`src/sv/differential_drive_odometry_defines.svh`:
```
// Assertion macros for the odometry block
`ifndef DIFFERENTIAL_DRIVE_ODOMETRY_DEFINES_SVH
`define DIFFERENTIAL_DRIVE_ODOMETRY_DEFINES_SVH

// check that a condition implies a consequence in the same cycle
`define ODO_ASSERT_SAME(label, cond, cons) \
  label: assert property (@(posedge clk_i) disable iff (!rst_ni) (cond) |-> (cons)) \
    else $error("odometry check failed");

// check that a condition implies a consequence in the next cycle
`define ODO_ASSERT_NEXT(label, cond, cons) \
  label: assert property (@(posedge clk_i) disable iff (!rst_ni) (cond) |=> (cons)) \
    else $error("odometry check failed");

`endif

```
`src/sv/odo_pkg.sv`:
```
// Shared types, constants and helpers for the odometry block
package odo_pkg;

  localparam int ANGLE_BITS   = 16;
  localparam int CORDIC_STEPS = 24;
  localparam logic signed [33:0] CORDIC_GAIN = 34'sd652032874;

  localparam logic [1:0] REG_WHEEL_RADIUS = 2'd0;
  localparam logic [1:0] REG_INV_BASE     = 2'd1;

  typedef struct packed {
    logic speed_en;
    logic dist_en;
    logic sum_en;
  } lane_ctrl_t;

  // clamp a wide signed value to the signed 32-bit distance range
  function automatic logic signed [31:0] sat_dist(input logic signed [39:0] v);
    logic signed [31:0] r;
    if (v > 40'sh007FFFFFFF) begin
      r = 32'sh7FFFFFFF;
    end else if (v < 40'shFF80000000) begin
      r = 32'sh80000000;
    end else begin
      r = v[31:0];
    end
    return r;
  endfunction

  // arctangent of 2^-i in 2^-32 turns
  function automatic logic [31:0] cordic_atan(input logic [4:0] i);
    logic [31:0] r;
    case (i)
      5'd0:  r = 32'h20000000;
      5'd1:  r = 32'h12E4051E;
      5'd2:  r = 32'h09FB385B;
      5'd3:  r = 32'h051111D4;
      5'd4:  r = 32'h028B0D43;
      5'd5:  r = 32'h0145D7E1;
      5'd6:  r = 32'h00A2F61E;
      5'd7:  r = 32'h00517C55;
      5'd8:  r = 32'h0028BE53;
      5'd9:  r = 32'h00145F2F;
      5'd10: r = 32'h000A2F98;
      5'd11: r = 32'h000517CC;
      5'd12: r = 32'h00028BE6;
      5'd13: r = 32'h000145F3;
      5'd14: r = 32'h0000A2FA;
      5'd15: r = 32'h0000517D;
      5'd16: r = 32'h000028BE;
      5'd17: r = 32'h0000145F;
      5'd18: r = 32'h00000A30;
      5'd19: r = 32'h00000518;
      5'd20: r = 32'h0000028C;
      5'd21: r = 32'h00000146;
      5'd22: r = 32'h000000A3;
      5'd23: r = 32'h00000051;
      default: r = 32'h00000000;
    endcase
    return r;
  endfunction

endpackage

```
`src/sv/odo_lane.sv`:
```
// One wheel lane: linear speed, averaged speed, distance and running sum
module odo_lane (
  input  logic                     clk_i,
  input  logic                     rst_ni,
  input  odo_pkg::lane_ctrl_t      ctrl_i,
  input  logic signed [15:0]       omega_i,
  input  logic [15:0]              radius_i,
  input  logic [31:0]              elapsed_i,
  output logic signed [15:0]       avg_o,
  output logic signed [31:0]       dist_o,
  output logic signed [31:0]       sum_o
);
  import odo_pkg::*;

  localparam logic signed [48:0] DPROD_MAX = 49'sd8388607;
  localparam logic signed [48:0] DPROD_MIN = -49'sd8388608;

  logic signed [15:0] prev_q, avg_q;
  logic signed [31:0] dist_q, sum_q;
  logic signed [32:0] spd_prod;
  logic signed [15:0] spd;
  logic signed [16:0] avg_sum;
  logic signed [48:0] dist_prod;
  logic signed [31:0] dist_d, sum_d;

  always_comb begin
    spd_prod = $signed(omega_i) * $signed({1'b0, radius_i});
    spd      = spd_prod[31:16];
    avg_sum  = {spd[15], spd} + {prev_q[15], prev_q};
    dist_prod = $signed(avg_q) * $signed({1'b0, elapsed_i});
    if (dist_prod > DPROD_MAX) begin
      dist_d = 32'sh7FFFFFFF;
    end else if (dist_prod < DPROD_MIN) begin
      dist_d = 32'sh80000000;
    end else begin
      dist_d = {dist_prod[23:0], 8'h00};
    end
    sum_d = sat_dist({{8{sum_q[31]}}, sum_q} + {{8{dist_q[31]}}, dist_q});
  end

  always_ff @(posedge clk_i or negedge rst_ni) begin
    if (!rst_ni) begin
      prev_q <= '0;
      sum_q  <= '0;
    end else begin
      if (ctrl_i.speed_en) begin
        prev_q <= spd;
      end
      if (ctrl_i.sum_en) begin
        sum_q <= sum_d;
      end
    end
  end

  always_ff @(posedge clk_i) begin
    if (ctrl_i.speed_en) begin
      avg_q <= avg_sum[16:1];
    end
    if (ctrl_i.dist_en) begin
      dist_q <= dist_d;
    end
  end

  assign avg_o  = avg_q;
  assign dist_o = dist_q;
  assign sum_o  = sum_q;

endmodule

```
`config.mk`:
```
export PLATFORM = sky130hd
export DESIGN_NAME = odo_lane
export DESIGN_NICKNAME = d
export VERILOG_FILES = /design/src/sv/differential_drive_odometry_defines.svh /design/src/sv/odo_pkg.sv /design/src/sv/odo_lane.sv
export SDC_FILE = /design/constraint.sdc
export NUM_CORES = 2
export LEC_CHECK = 0
export ABC_AREA = 1
export BUFFER_PORTS_ARGS = -buffer_cell sky130_fd_sc_hd__buf_2
export CELL_PAD_IN_SITES_DETAIL_PLACEMENT = 1
export CELL_PAD_IN_SITES_GLOBAL_PLACEMENT = 1
export CORE_ASPECT_RATIO = 1.25
export CORE_MARGIN = 10
export CORE_UTILIZATION = 45
export CTS_BUF_LIST = sky130_fd_sc_hd__clkbuf_4
export DETAILED_ROUTE_END_ITERATION = 7
export PLACE_DENSITY_LB_ADDON = 0.1
export SKIP_CTS_REPAIR_TIMING = 1
export SLEW_MARGIN = 15
export SYNTH_ARGS = -nofsm -noshare
export SYNTH_HDL_FRONTEND = slang
export SYNTH_SLANG_ARGS = --single-unit
```
`constraint.sdc`:
```
create_clock -name clk_i -period 15.2 [get_ports clk_i]
set_input_delay 0.76 -clock clk_i [delete_from_list [all_inputs] [get_ports clk_i]]
set_output_delay 0.76 -clock clk_i [all_outputs]
set_load 0.01 [all_outputs]
```
==> metrics.log <==
[metrics] result of the run: finished clean
[metrics] cell count after synthesis: ~4600
[metrics] Data required, critical path: 15.44 ns
[metrics] Inserted Clock Buffers: 9
[metrics] H-Tree Level Count: 3
[metrics] global-route wire length before repair: approximately 160000 um
[metrics] most frequent cells after synthesis: 1477 x sky130_fd_sc_hd__nand2_1, 1264 x sky130_fd_sc_hd__inv_1, 613 x sky130_fd_sc_hd__fa_1
[metrics] placer congestion estimate: 0.8867
[metrics] DR vias/cell: about 5
[metrics] vias in the first global route: between 30000 and 40000
[metrics] DRC violation count after routing: 0
[metrics] dominant register cell in the synthesized netlist: sky130_fd_sc_hd__dfrtp_1
[metrics] final worst path period share: 49.55%
[metrics] top area cells in the synthesized netlist: sky130_fd_sc_hd__fa_1 36%, sky130_fd_sc_hd__nand2_1 16%, sky130_fd_sc_hd__inv_1 14%, sky130_fd_sc_hd__ha_1 12%, sky130_fd_sc_hd__edfxtp_1 3.7%
[metrics] Mean Syn Cell Area: about 7.2 um^2
[metrics] Final Max Tran Viols: 0
[metrics] count of unique library cells instantiated by Yosys: 44
[metrics] TritonCTS clock tree: yes
[metrics] # port buffers: 148
[metrics] Yosys warnings: 0
[metrics] first drt pass iteration count: 5
[metrics] cell with the most instances after synthesis: sky130_fd_sc_hd__nand2_1
[metrics] setup skew after layout: 0.02376 ns
[metrics] area of the mapped netlist: around 34000 um^2
[metrics] hpwl dp: about 83000 um
[metrics] cell repeated most along the worst path: sky130_fd_sc_hd__nand2_1
[metrics] Detail Route Antenna Nets: 0
[metrics] Fin. Hold Viols: 0
[metrics] DRT Wirelength: roughly 98000 um
[metrics] clock root buffer: sky130_fd_sc_hd__clkbuf_4
[metrics] largest fanout of any net on the critical path: 16
[metrics] worst slew margin relative to its limit: between 20% and 30%
[metrics] worst-skew pair later-pin latency: around 0.49 ns
[metrics] class of the worst hold path: input pin to asynchronous set/reset pin
[metrics] aggregate negative setup slack: 0 ns
[metrics] routed length per instance: roughly 17 um
[metrics] cell taking the most area after synthesis: sky130_fd_sc_hd__fa_1
[metrics] reported max-cap violation count: 0
[metrics] clock transition at the registers of the reported paths: approximately 0.15 ns
[metrics] post-layout minimum cycle time: 7.532 ns
[metrics] antenna violations before repair: 1
[metrics] sequential area share after synthesis: roughly 7.2%
[metrics] all-layer global routing usage: between 20% and 30%
[metrics] number of vias in the routed layout: approximately 28000
[metrics] Worst R2R Path Depth: 31
[metrics] crit start category: input pin
[metrics] post-synth top area share: 36.43%
[metrics] total nets after synthesis: about 5600
[metrics] startpoint of the worst register-to-register path: avg_o[15]
[metrics] effective utilization at floorplan: a little under half
[metrics] number of placement rows: approximately 110
[metrics] # fillers: between 9000 and 10000
[metrics] vertical die dimension: approximately 330 um
[metrics] maximum cell stage delay along the critical path: approximately 0.55 ns
[metrics] gr ovfl total: 0
[metrics] final setup fails: 0
[metrics] Slew @ Worst Pin: roughly 1.1 ns
[metrics] data arrival time at the worst-slack endpoint: ~7.8 ns
[metrics] maximum root-to-sink buffer count: 2
[metrics] largest net degree at the start of global routing: roughly 50
[metrics] overall die area: about 86000 um^2
[metrics] unrepaired setup endpoints after global routing: no
[metrics] area overhead of the layout relative to synthesis: 4.335%
[metrics] type of the worst setup path: input pin to flip-flop
[metrics] Synth Register Bits: slightly below 90
[metrics] number of nets in the finished design: approximately 5700
[metrics] Worst path slowest cell: sky130_fd_sc_hd__fa_1
[metrics] terminus of the critical flop-to-flop path: dist_o[26]
[metrics] core area: ~74000 um^2
[metrics] CP endpoint kind: flip-flop
[metrics] number of DRC violations after detailed-routing iteration 0: approximately 970
[metrics] top achievable clock speed: 132.8 MHz
[metrics] count of flip-flops with a built-in enable after synthesis: 41
[metrics] count of clock tree sinks: 89
[metrics] die width: about 260 um
[metrics] asr flop ratio synth: 53.93%
[metrics] IO Count: approximately 150
[metrics] fraction of layout instances using a drive strength above 1: under 10%
[metrics] setup slack of the most critical reg-to-reg path: 7.88 ns
## worst max-delay path: cells and delay by family
kind	cells	cell delay [ns]
buffers and inverters	6	0.58
AO/OA/AOI/OAI	4	1.10
adder cells (fa/ha/maj)	8	3.73
AND/OR/NAND/NOR	15	1.56
## per-layer routing
layer / global-route usage, % / routed length, um
met1: 29.39 / 43180
met2: 43.42 / 50460
met3: 1.628 / 2171
met4: 4.615 / 1830
met5: 0 / 0
## layout make-up
| cell class | instances | area, um^2 | share of cell area, % |
|---|---|---|---|
| diodes | 1 | 2.502 | 0.007120 |
| clock buffers | 10 | 75.07 | 0.2136 |
| clock inverters | 6 | 41.29 | 0.1175 |
| inverters | 1279 | 4801 | 13.66 |
| multi-input cells | 3108 | 25700 | 73.14 |
| flip-flops and latches | 89 | 2432 | 6.921 |
| well taps | 969 | 1212 | 3.450 |
| repair buffers | 166 | 875.8 | 2.492 |
## placed cells by master (no fill, tap or decap), drive strengths merged
master   synthesis  final
a211oi           7      7
nor3            15     15
and2             8      8
xnor2           18     18
inv           1275   1277
nand2         1533   1533
a21boi           2      2
ha             315    315
a22o             1      1
or2             30     30
o2111ai          1      1
clkinv           4      8
a21oi          116    116
nand3           92     92
diode            0      1
nor4             6      6
a221oi           2      2
dfrtp           48     48
o21bai          11     11
nor3b            1      1
o21ai           49     49
o21a             7      7
a31oi            4      4
xor2            51     51
o31ai            1      1
a21o             9      9
clkbuf         152     10
buf             21    166
nand3b          13     13
edfxtp          41     41
fa             613    613
nor2           183    183
nand4           20     20
## cell families (layout without fill, tap and decap cells)
kind of cell	after synthesis	in the layout	share of synthesized area, %
xor+xnor	69	69	1.794
compound gates	210	210	3.466
flops	89	89	7.221
simple gates	1901	1901	22.91
buf+inv	1452	1461	16.48
fa+ha+maj	928	928	48.13
other cells	0	1	0
## metrics by stage
stage          util (%)  cells  area [um^2]  hold WS [ns]  setup WS (ns)
6_report          47.23   5628        35150        0.3838          7.668
5_1_grt           47.23   5628        35150        0.4046          7.009
4_1_cts           47.22   5627        35140        0.3858          7.611
3_5_place_dp      47.07   5611        35020        0.4786          7.057
3_3_place_gp      47.07   5611        35020        0.4709          7.171
2_1_floorplan         -   4649        33680        0.4554          7.911
## worst max path at each step
stage	end	slack, ns	from	depth (start not counted)
2_1_floorplan	avg_o[14]	7.91	omega_i[2]	33
3_3_place_gp	avg_o[15]	7.17	radius_i[13]	33
3_5_place_dp	avg_o[15]	7.06	radius_i[13]	33
4_1_cts	avg_o[15]	7.61	radius_i[13]	33
5_1_grt	avg_o[15]	7.01	radius_i[13]	33
6_report	avg_o[15]	7.67	radius_i[13]	33
## registers in the layout (all words and copies together), names as in the netlist
name    cells
sum_o      32
dist_o     25
avg_o      16
prev_q     16
Power is not shown: default switching activity piles up to over one toggle a cycle in this logic, so the estimate is an artifact.
