===== src/sv/differential_drive_odometry_defines.svh =====
// Assertion macros for the odometry block
`ifndef DIFFERENTIAL_DRIVE_ODOMETRY_DEFINES_SVH
`define DIFFERENTIAL_DRIVE_ODOMETRY_DEFINES_SVH

// check that a condition implies a consequence in the same cycle
`define ODO_ASSERT_SAME(label, cond, cons) \
  label: assert property (@(posedge clk_i) disable iff (!rst_ni) (cond) |-> (cons)) \
    else $error("odometry check failed");

// check that a condition implies a consequence in the next cycle
`define ODO_ASSERT_NEXT(label, cond, cons) \
  label: assert property (@(posedge clk_i) disable iff (!rst_ni) (cond) |=> (cons)) \
    else $error("odometry check failed");

`endif


===== src/sv/odo_pkg.sv =====
// Shared types, constants and helpers for the odometry block
package odo_pkg;

  localparam int ANGLE_BITS   = 16;
  localparam int CORDIC_STEPS = 24;
  localparam logic signed [33:0] CORDIC_GAIN = 34'sd652032874;

  localparam logic [1:0] REG_WHEEL_RADIUS = 2'd0;
  localparam logic [1:0] REG_INV_BASE     = 2'd1;

  typedef struct packed {
    logic speed_en;
    logic dist_en;
    logic sum_en;
  } lane_ctrl_t;

  // clamp a wide signed value to the signed 32-bit distance range
  function automatic logic signed [31:0] sat_dist(input logic signed [39:0] v);
    logic signed [31:0] r;
    if (v > 40'sh007FFFFFFF) begin
      r = 32'sh7FFFFFFF;
    end else if (v < 40'shFF80000000) begin
      r = 32'sh80000000;
    end else begin
      r = v[31:0];
    end
    return r;
  endfunction

  // arctangent of 2^-i in 2^-32 turns
  function automatic logic [31:0] cordic_atan(input logic [4:0] i);
    logic [31:0] r;
    case (i)
      5'd0:  r = 32'h20000000;
      5'd1:  r = 32'h12E4051E;
      5'd2:  r = 32'h09FB385B;
      5'd3:  r = 32'h051111D4;
      5'd4:  r = 32'h028B0D43;
      5'd5:  r = 32'h0145D7E1;
      5'd6:  r = 32'h00A2F61E;
      5'd7:  r = 32'h00517C55;
      5'd8:  r = 32'h0028BE53;
      5'd9:  r = 32'h00145F2F;
      5'd10: r = 32'h000A2F98;
      5'd11: r = 32'h000517CC;
      5'd12: r = 32'h00028BE6;
      5'd13: r = 32'h000145F3;
      5'd14: r = 32'h0000A2FA;
      5'd15: r = 32'h0000517D;
      5'd16: r = 32'h000028BE;
      5'd17: r = 32'h0000145F;
      5'd18: r = 32'h00000A30;
      5'd19: r = 32'h00000518;
      5'd20: r = 32'h0000028C;
      5'd21: r = 32'h00000146;
      5'd22: r = 32'h000000A3;
      5'd23: r = 32'h00000051;
      default: r = 32'h00000000;
    endcase
    return r;
  endfunction

endpackage


===== src/sv/odo_cordic.sv =====
// Iterative rotation CORDIC: cos and sin of a binary angle, one step a cycle
module odo_cordic (
  input  logic                              clk_i,
  input  logic                              rst_ni,
  input  logic                              start_i,
  input  logic [odo_pkg::ANGLE_BITS-1:0]    angle_i,
  output logic                              done_o,
  output logic signed [33:0]                cos_o,
  output logic signed [33:0]                sin_o
);
  import odo_pkg::*;

  localparam logic [4:0] LAST_STEP = 5'(CORDIC_STEPS - 1);

  logic               busy_q, map_q, done_q;
  logic [4:0]         cnt_q;
  logic [1:0]         quad_q;
  logic signed [33:0] x_q, y_q, dx, dy;
  logic signed [32:0] z_q, atan;
  logic signed [33:0] cos_q, sin_q;
  logic [31:0]        turn;

  always_comb begin
    turn = {angle_i, {(32 - ANGLE_BITS){1'b0}}};
    dx   = y_q >>> cnt_q;
    dy   = x_q >>> cnt_q;
    atan = $signed({1'b0, cordic_atan(cnt_q)});
  end

  always_ff @(posedge clk_i or negedge rst_ni) begin
    if (!rst_ni) begin
      busy_q <= 1'b0;
      map_q  <= 1'b0;
      done_q <= 1'b0;
      cnt_q  <= '0;
    end else begin
      done_q <= map_q;
      map_q  <= 1'b0;
      if (start_i) begin
        busy_q <= 1'b1;
        cnt_q  <= '0;
      end else if (busy_q) begin
        if (cnt_q == LAST_STEP) begin
          busy_q <= 1'b0;
          map_q  <= 1'b1;
        end
        cnt_q <= cnt_q + 5'd1;
      end
    end
  end

  always_ff @(posedge clk_i) begin
    if (start_i) begin
      quad_q <= turn[31:30];
      z_q    <= $signed({3'b000, turn[29:0]});
      x_q    <= CORDIC_GAIN;
      y_q    <= '0;
    end else if (busy_q) begin
      if (!z_q[32]) begin
        x_q <= x_q - dx;
        y_q <= y_q + dy;
        z_q <= z_q - atan;
      end else begin
        x_q <= x_q + dx;
        y_q <= y_q - dy;
        z_q <= z_q + atan;
      end
    end
    // map the first-quadrant result to the real quadrant
    if (map_q) begin
      case (quad_q)
        2'd0: begin cos_q <= x_q;  sin_q <= y_q;  end
        2'd1: begin cos_q <= -y_q; sin_q <= x_q;  end
        2'd2: begin cos_q <= -x_q; sin_q <= -y_q; end
        default: begin cos_q <= y_q; sin_q <= -x_q; end
      endcase
    end
  end

  assign done_o = done_q;
  assign cos_o  = cos_q;
  assign sin_o  = sin_q;

endmodule


===== config.mk =====
export PLATFORM = sky130hd
export DESIGN_NAME = odo_cordic
export DESIGN_NICKNAME = d
export VERILOG_FILES = /design/src/sv/differential_drive_odometry_defines.svh /design/src/sv/odo_pkg.sv /design/src/sv/odo_cordic.sv
export SDC_FILE = /design/constraint.sdc
export NUM_CORES = 1
export LEC_CHECK = 0
export ABC_AREA = 1
export BUFFER_PORTS_ARGS = -buffer_cell sky130_fd_sc_hd__buf_2
export CAP_MARGIN = 40
export CORE_ASPECT_RATIO = 0.7
export CORE_MARGIN = 2
export CORE_UTILIZATION = 45
export CTS_BUF_LIST = sky130_fd_sc_hd__clkbuf_8 sky130_fd_sc_hd__clkbuf_16
export CTS_CLUSTER_SIZE = 30
export DETAILED_ROUTE_END_ITERATION = 7
export HOLD_SLACK_MARGIN = 0.06
export PLACE_DENSITY = 0.75
export SYNTH_ARGS = -nofsm -noshare
export SYNTH_HDL_FRONTEND = slang
export SYNTH_SLANG_ARGS = --single-unit

===== constraint.sdc =====
create_clock -name clk_i -period 4.55 [get_ports clk_i]
set_clock_uncertainty 0.05 [all_clocks]
set_input_delay 0.6825 -clock clk_i [delete_from_list [all_inputs] [get_ports clk_i]]
set_output_delay 0.6825 -clock clk_i [all_outputs]
set_load 0.005 [all_outputs]

==> results.yml, run 1 <==
final_layout:
  fillCellCount: 4179
  drive_gt1_share_pct: 26.6
  final_nets: 4054
  fin_util_pct: 61.3
  antennaDiodeCount: 0
  syn2layout_area_growth_pct: 34.4
  seqCellArea_mm2: 0.00447
  post-route-cell-area_mm2: 0.0277
  multi_input_area_mm2: 0.0148
placed_design:
  port_buffers: 87
  place_area_mm2: 0.0260
  pre_cts_ws_ps: -419
  hpwl_mm: 70.5
  gp_congestion: 1.05
worst_setup_path:
  r2r-start: "cnt_q[0]$_DFFE_PN0P_"
  rr_endpoint: "x_q[33]$_SDFFE_PP0P_"
  worstPathMaxFanout: 10
  worstSetupEndpointType: "flop"
  worst_path_max_delay_cell: "dfrtp_2"
  r2r_cells: 34
  required_ps: 4940
  crit_end: "x_q[33]$_SDFFE_PP0P_"
  worstSetupStartpointType: "flop"
  r2r_setup_slack_ps: -480
  slowest_delay_ps: 510
  startpoint: "cnt_q[0]$_DFFE_PN0P_"
  arrival_ps: 5420
  cp_common_cell: "nand2_1"
  setup.worst_path.class: "flop to flop"
timing:
  grt_setup_unrepaired: "yes"
  fin_ws_ps: -475
  slew_viol_final: 0
  fin_crit_ps: 5030
  relSlewSlack_pct: 35.2
  setup-violations-final: 41
  whs_ps: 305
  fmax_mhz: 199
  tightest_slew_ps: 971
  hold_violations: 0
  min_period_over_period_pct: 110
clocking:
  htree_levels: 4
  clock-sinks: 179
  clkTransAtPathRegs_ps: 90
  root_buffer: "clkbuf_16"
  cts_tree: "done"
  cts_max_path_buffers: 2
  clock_latency_ps: 500
  numCtsBuffers: 17
floorplan:
  placeableCoreArea_mm2: 0.0451
  die_w_um: 260
  initial_core_util_pct: 45.6
  die_h_um: 183
  dieArea_mm2: 0.0475
  num_rows: 65
  ios: 88
global_route:
  gr-usage-all-layers_pct: 36.6
  gr-usage-met2_pct: 48.4
  gr-usage-met3_pct: 13.4
  grt_max_degree: 52
  grt_pass1_vias: 23034
  busiest_layer: "met1"
  grt.overflow.total: 0
  grt_util_met1_pct: 54.7
  grt_pass1_wl_mm: 134
  antenna_found_initial: 1
route:
  drc: 0
  final_antenna_net_count: 0
  drt_iter0_markers: 3723
  wirelength_mm: 90.3
  wl_per_cell_um: 19.9
  dr.pass1.iters: 6
  vias: 26326
  routed_via_density: 5.81
power:
  swShare_pct: 50.9
  combPwrFrac_pct: 82.1
  vdd_ir_drop_max_v: 0.000745
  powerDensity_mw_per_mm2: 887
  seq_power_share_pct: 11.1
  switchingPower_mw: 12.5
  p_leak_nw: 13.6
  p_int_mw: 12.1
  power_mw: 24.5
  p_clk_share_pct: 6.8
flow_run:
  cap_violations: 0
outcome:
  violations: "setup timing"
  status: "finished, violations left"
yosys:
  async_flop_share_pct: 4.47
  yosysSeqAreaShare_pct: 21.7
  avgSynthCellArea_um2: 6.24
  netlist_top_cells_area: "nand2_1 (17%), edfxtp_1 (12%), nand3_1 (9.9%)"
  yosysMostFrequentCell: "nand2_1"
  synth_cells: 3296
  synth_common_cells: "nand2_1 (922), nand3_1 (406), inv_1 (330)"
  syn_area_mm2: 0.0206
  ys_ff_latch: 179
  synth_fp_nets: 3433
  ys_warn_count: 0
  synth_top_area_share_pct: 16.8
  synth_ff_type: "dfxtp_1"
  ys_types: 72
  synth_top_cell_by_area: "nand2_1"
  synth-edff-count: 84
min_path:
  hold_path_class: "input port to flop"
  hold_start: "angle_i[15]"
==> cell families after synthesis <==
kind of cell    share of synthesized area [%]
simple gates                             35.8
compound gates                           17.1
buf+inv                                  10.3
xor+xnor                                 7.92
flops                                    21.7
fa+ha+maj                                7.28
==> timing repair <==
| action | in CTS | in global routing |
|---|---|---|
| endpoints found under the setup margin | 49 | 65 |
| hold buffers | 1 | 0 |
| resized for setup | 63 | 145 |
| setup buffers | 8 | 9 |
| endpoints found under the hold margin | 8 | 0 |
| pin swaps | 14 | 26 |
| cloned | 1 | 2 |
==> cells in the final DEF, fill, tap and decap left out, drive strengths merged, types with 9 or more instances in the layout <==
cell type	Yosys	layout
xnor2	75	75
a221oi	12	12
nor3	33	33
nand4	29	29
o21ai	177	177
ha	115	115
inv	359	365
o31ai	10	10
clkinv	4	10
o21bai	9	9
o21a	14	14
xor2	111	111
a21oi	197	197
clkbuf	65	19
or2	9	9
dfxtp	87	87
o221ai	20	20
a31oi	25	25
o2111ai	22	22
buf	81	745
o211ai	13	13
nand3	410	410
o22ai	55	55
nor4	15	15
nand2	938	938
edfxtp	84	84
nor2	277	277
==> metal layers <==
metal	up-vias	part of all wire [%]
met5	-	0.014
met4	2	2.9
met3	192	16
met2	1816	38
met1	12012	44
li1	12304	-
==> power groups by stage <==
| stage | sequential, mW | combinational (mW) | clock (mW) |
|---|---|---|---|
| final | 2.72 | 20.2 | 1.66 |
| after global routing | 2.73 | 21.8 | 1.71 |
| after CTS | 2.68 | 18.6 | 1.66 |
| after detailed placement | 2.72 | 18.1 | 0 |
| after global placement | 2.72 | 17.8 | 0 |
| after floorplan | 2.58 | 10.1 | 0 |
==> worst max-delay path, delay by kind of cell, from the launching register on <==
family / cells / cell delay, ps
XOR/XNOR: 1 / 200
AO/OA/AOI/OAI: 4 / 750
AND/OR/NAND/NOR: 19 / 1950
buffers and inverters: 8 / 1000
adder cells (fa/ha/maj): 2 / 490
flip-flops: 1 / 510
==> metrics by stage <==
step	cells	setup TNS, ps
4_1_cts	4523	-5200
6_report	4533	-6330
3_3_place_gp	4478	-4390
5_1_grt	4533	-23510
3_5_place_dp	4481	-7920
2_1_floorplan	3296	0
==> how the worst min path moves through the flow <==
stage,to,slack [ps],depth (start not counted)
final,quad_q[1]$_DFFE_PP_,300,1
after global routing,quad_q[1]$_DFFE_PP_,310,1
after CTS,quad_q[1]$_DFFE_PP_,300,1
after detailed placement,z_q[30]$_SDFFE_PP0P_,400,2
after global placement,z_q[14]$_SDFFE_PP0P_,400,2
after floorplan,busy_q$_DFF_PN0_,340,0
==> state kept, by name, summed over array words and instances (netlist names) <==
register	count
map_q	1
done_o	1
cnt_q	5
sin_o	34
cos_o	34
quad_q	2
busy_q	1
y_q	34
x_q	34
z_q	33
==> cell type report <==
type	count	area share (%)
Multi-Input combinational cell	2608	53.6
Timing Repair Buffer	748	20.3
Sequential cell	179	16.2
Inverter	363	4.98
Tap cell	603	2.73
Clock buffer	17	1.54
Clock inverter	15	0.706
(Power assumes the default switching activity.)
==> run 2: changes to the inputs <==
--- a/config.mk
+++ b/config.mk
@@ -9,13 +9,13 @@
 export BUFFER_PORTS_ARGS = -buffer_cell sky130_fd_sc_hd__buf_2
 export CAP_MARGIN = 40
 export CORE_ASPECT_RATIO = 0.7
-export CORE_MARGIN = 2
-export CORE_UTILIZATION = 45
+export CORE_MARGIN = 10
+export CORE_UTILIZATION = 30
 export CTS_BUF_LIST = sky130_fd_sc_hd__clkbuf_8 sky130_fd_sc_hd__clkbuf_16
 export CTS_CLUSTER_SIZE = 30
 export DETAILED_ROUTE_END_ITERATION = 7
 export HOLD_SLACK_MARGIN = 0.06
-export PLACE_DENSITY = 0.75
+export PLACE_DENSITY = 0.57
 export SYNTH_ARGS = -nofsm -noshare
 export SYNTH_HDL_FRONTEND = slang
 export SYNTH_SLANG_ARGS = --single-unit
==> results.yml, run 2 (same netlist as run 1, synthesis figures left out) <==
min_path:
  hold_path_end: "quad_q[0]$_DFFE_PP_"
  hold_path_class: "input port to flop"
  hold_start: "angle_i[14]"
  min_path_cells: 1
global_route:
  grt.overflow.total: 0
  busiest_layer: "met1"
  gr-usage-met3_pct: 6.26
  antenna_found_initial: 0
  grt_pass1_vias: 23621
  grt_max_degree: 52
  grt_util_met1_pct: 35.1
  gr-usage-all-layers_pct: 23.6
  gr-usage-met2_pct: 33.2
  grt_pass1_wl_mm: 145
floorplan:
  initial_core_util_pct: 30.2
  ios: 88
  dieArea_mm2: 0.0796
  placeableCoreArea_mm2: 0.0681
  num_rows: 80
  die_w_um: 333
  die_h_um: 239
power:
  p_leak_nw: 15.1
  vdd_ir_drop_max_v: 0.000625
  power_mw: 29.4
  p_int_mw: 14.7
  swShare_pct: 50.1
  switchingPower_mw: 14.7
  seq_power_share_pct: 9.3
  p_clk_share_pct: 6.1
  powerDensity_mw_per_mm2: 919
  combPwrFrac_pct: 84.6
clocking:
  numCtsBuffers: 17
  cts_max_path_buffers: 2
  clkTransAtPathRegs_ps: 100
  htree_levels: 4
  clock_latency_ps: 530
  clock-sinks: 179
  cts_tree: "done"
  root_buffer: "clkbuf_16"
timing:
  hold_violations: 0
  slew_viol_final: 0
  relSlewSlack_pct: 41.0
  fin_ws_ps: -488
  min_period_over_period_pct: 111
  grt_setup_unrepaired: "yes"
  setup-violations-final: 48
  tightest_slew_ps: 878
  fin_crit_ps: 5040
  fmax_mhz: 199
final_layout:
  final_common_cell: "nand2_1"
  mostFrequentLayoutCells: "nand2_1 (807), buf_4 (760), nand3_1 (305)"
  fillCellCount: 6795
  antennaDiodeCount: 0
  drive_gt1_share_pct: 38.8
  final_nets: 4230
  syn2layout_area_growth_pct: 55.4
worst_setup_path:
  crit_family: "simple AND/OR/NAND/NOR gates"
  arrival_ps: 5440
  required_ps: 4950
  worst_path_max_delay_cell: "dfrtp_4"
  worstSetupStartpointType: "flop"
  r2r-start: "cnt_q[0]$_DFFE_PN0P_"
  r2r_setup_slack_ps: -490
  path_buf_inv: 8
  worstSetupEndpointType: "flop"
  r2r_cells: 33
  rr_endpoint: "y_q[33]$_SDFFE_PP0P_"
  cp_common_cell: "nand3_2"
  slowest_delay_ps: 550
  worstPathMaxFanout: 16
  setup.worst_path.class: "flop to flop"
placed_design:
  hpwl_mm: 76.8
  port_buffers: 87
  pre_cts_ws_ps: -1040
  gp_congestion: 1.00
route:
  wl_per_cell_um: 20.1
  vias: 26363
  final_antenna_net_count: 0
  routed_via_density: 5.26
  wirelength_mm: 101
  drt_iter0_markers: 3211
  drc: 0
  dr.pass1.iters: 5
flow_run:
  cap_violations: 0
outcome:
  violations: "setup timing"
  status: "finished, violations left"
-- run 2: cell types whose count changed in the layout (fill, tap and decap cells not counted), sizes merged --
cell | before | now
clkinvlp | 2 | 0
clkinv | 10 | 7
buf | 745 | 921
bufinv | 1 | 0
inv | 365 | 372
clkbuf | 19 | 18
-- run 2: how the worst max path moves through the flow --
stage,slack [ps],cells past startpoint,to,start
after floorplan,90,30,z_q[28]$_DFFE_PP_,cnt_q[0]$_DFFE_PN0P_
after global placement,-1050,32,y_q[33]$_SDFFE_PP0P_,cnt_q[0]$_DFFE_PN0P_
after detailed placement,-1040,32,y_q[33]$_SDFFE_PP0P_,cnt_q[0]$_DFFE_PN0P_
after CTS,-440,33,y_q[33]$_SDFFE_PP0P_,cnt_q[0]$_DFFE_PN0P_
after global routing,-720,34,y_q[33]$_SDFFE_PP0P_,cnt_q[0]$_DFFE_PN0P_
final,-490,33,y_q[33]$_SDFFE_PP0P_,cnt_q[0]$_DFFE_PN0P_
-- run 2: power by group through the flow --
stage	clock network, mW	logic [mW]	registers [mW]
final	1.79	24.9	2.74
after global routing	1.86	26.7	2.75
after CTS	1.82	20.8	2.68
after detailed placement	0	19.0	2.71
after global placement	0	19.0	2.71
after floorplan	0	10.1	2.58
-- run 2: final cells by class --
| class | instances | area (um2) | area share [%] |
|---|---|---|---|
| clock buffers | 17 | 425 | 1.33 |
| clock inverters | 15 | 233 | 0.728 |
| inverters | 363 | 1390 | 4.35 |
| multi-input cells | 2608 | 17200 | 53.8 |
| flip-flops and latches | 179 | 4470 | 14.0 |
| well taps | 902 | 1130 | 3.53 |
| repair buffers | 923 | 7110 | 22.2 |
| repair inverters | 1 | 16.3 | 0.0509 |
-- run 2: stage by stage --
| step | utilization (%) | cells | hold WS (ps) | TNS, ps | area [um2] |
|---|---|---|---|---|---|
| final | 47.0 | 5008 | 285 | -9070 | 32000 |
| after global placement | 39.6 | 4864 | 399 | -16640 | 27000 |
| after floorplan | - | 3296 | 337 | 0 | 20600 |
| after CTS | 42.7 | 4940 | 260 | -6800 | 29000 |
| after detailed placement | 39.6 | 4865 | 400 | -18390 | 27000 |
| after global routing | 47.0 | 5008 | 280 | -19880 | 32000 |
-- run 2: layer usage --
metal  vias to the layer above  wire, um
li1                      12681         -
met1                     12319     47000
met3                       133     10600
met5                         -         0
met2                      1230     41000
met4                         0      2080
-- run 2: repair_timing --
item	CTS	global route
hold endpoints to repair	8	0
resized for setup	265	542
hold buffers	1	0
cloned	3	0
buffers inserted	39	74
setup endpoints to repair	58	64
pin swaps	68	142
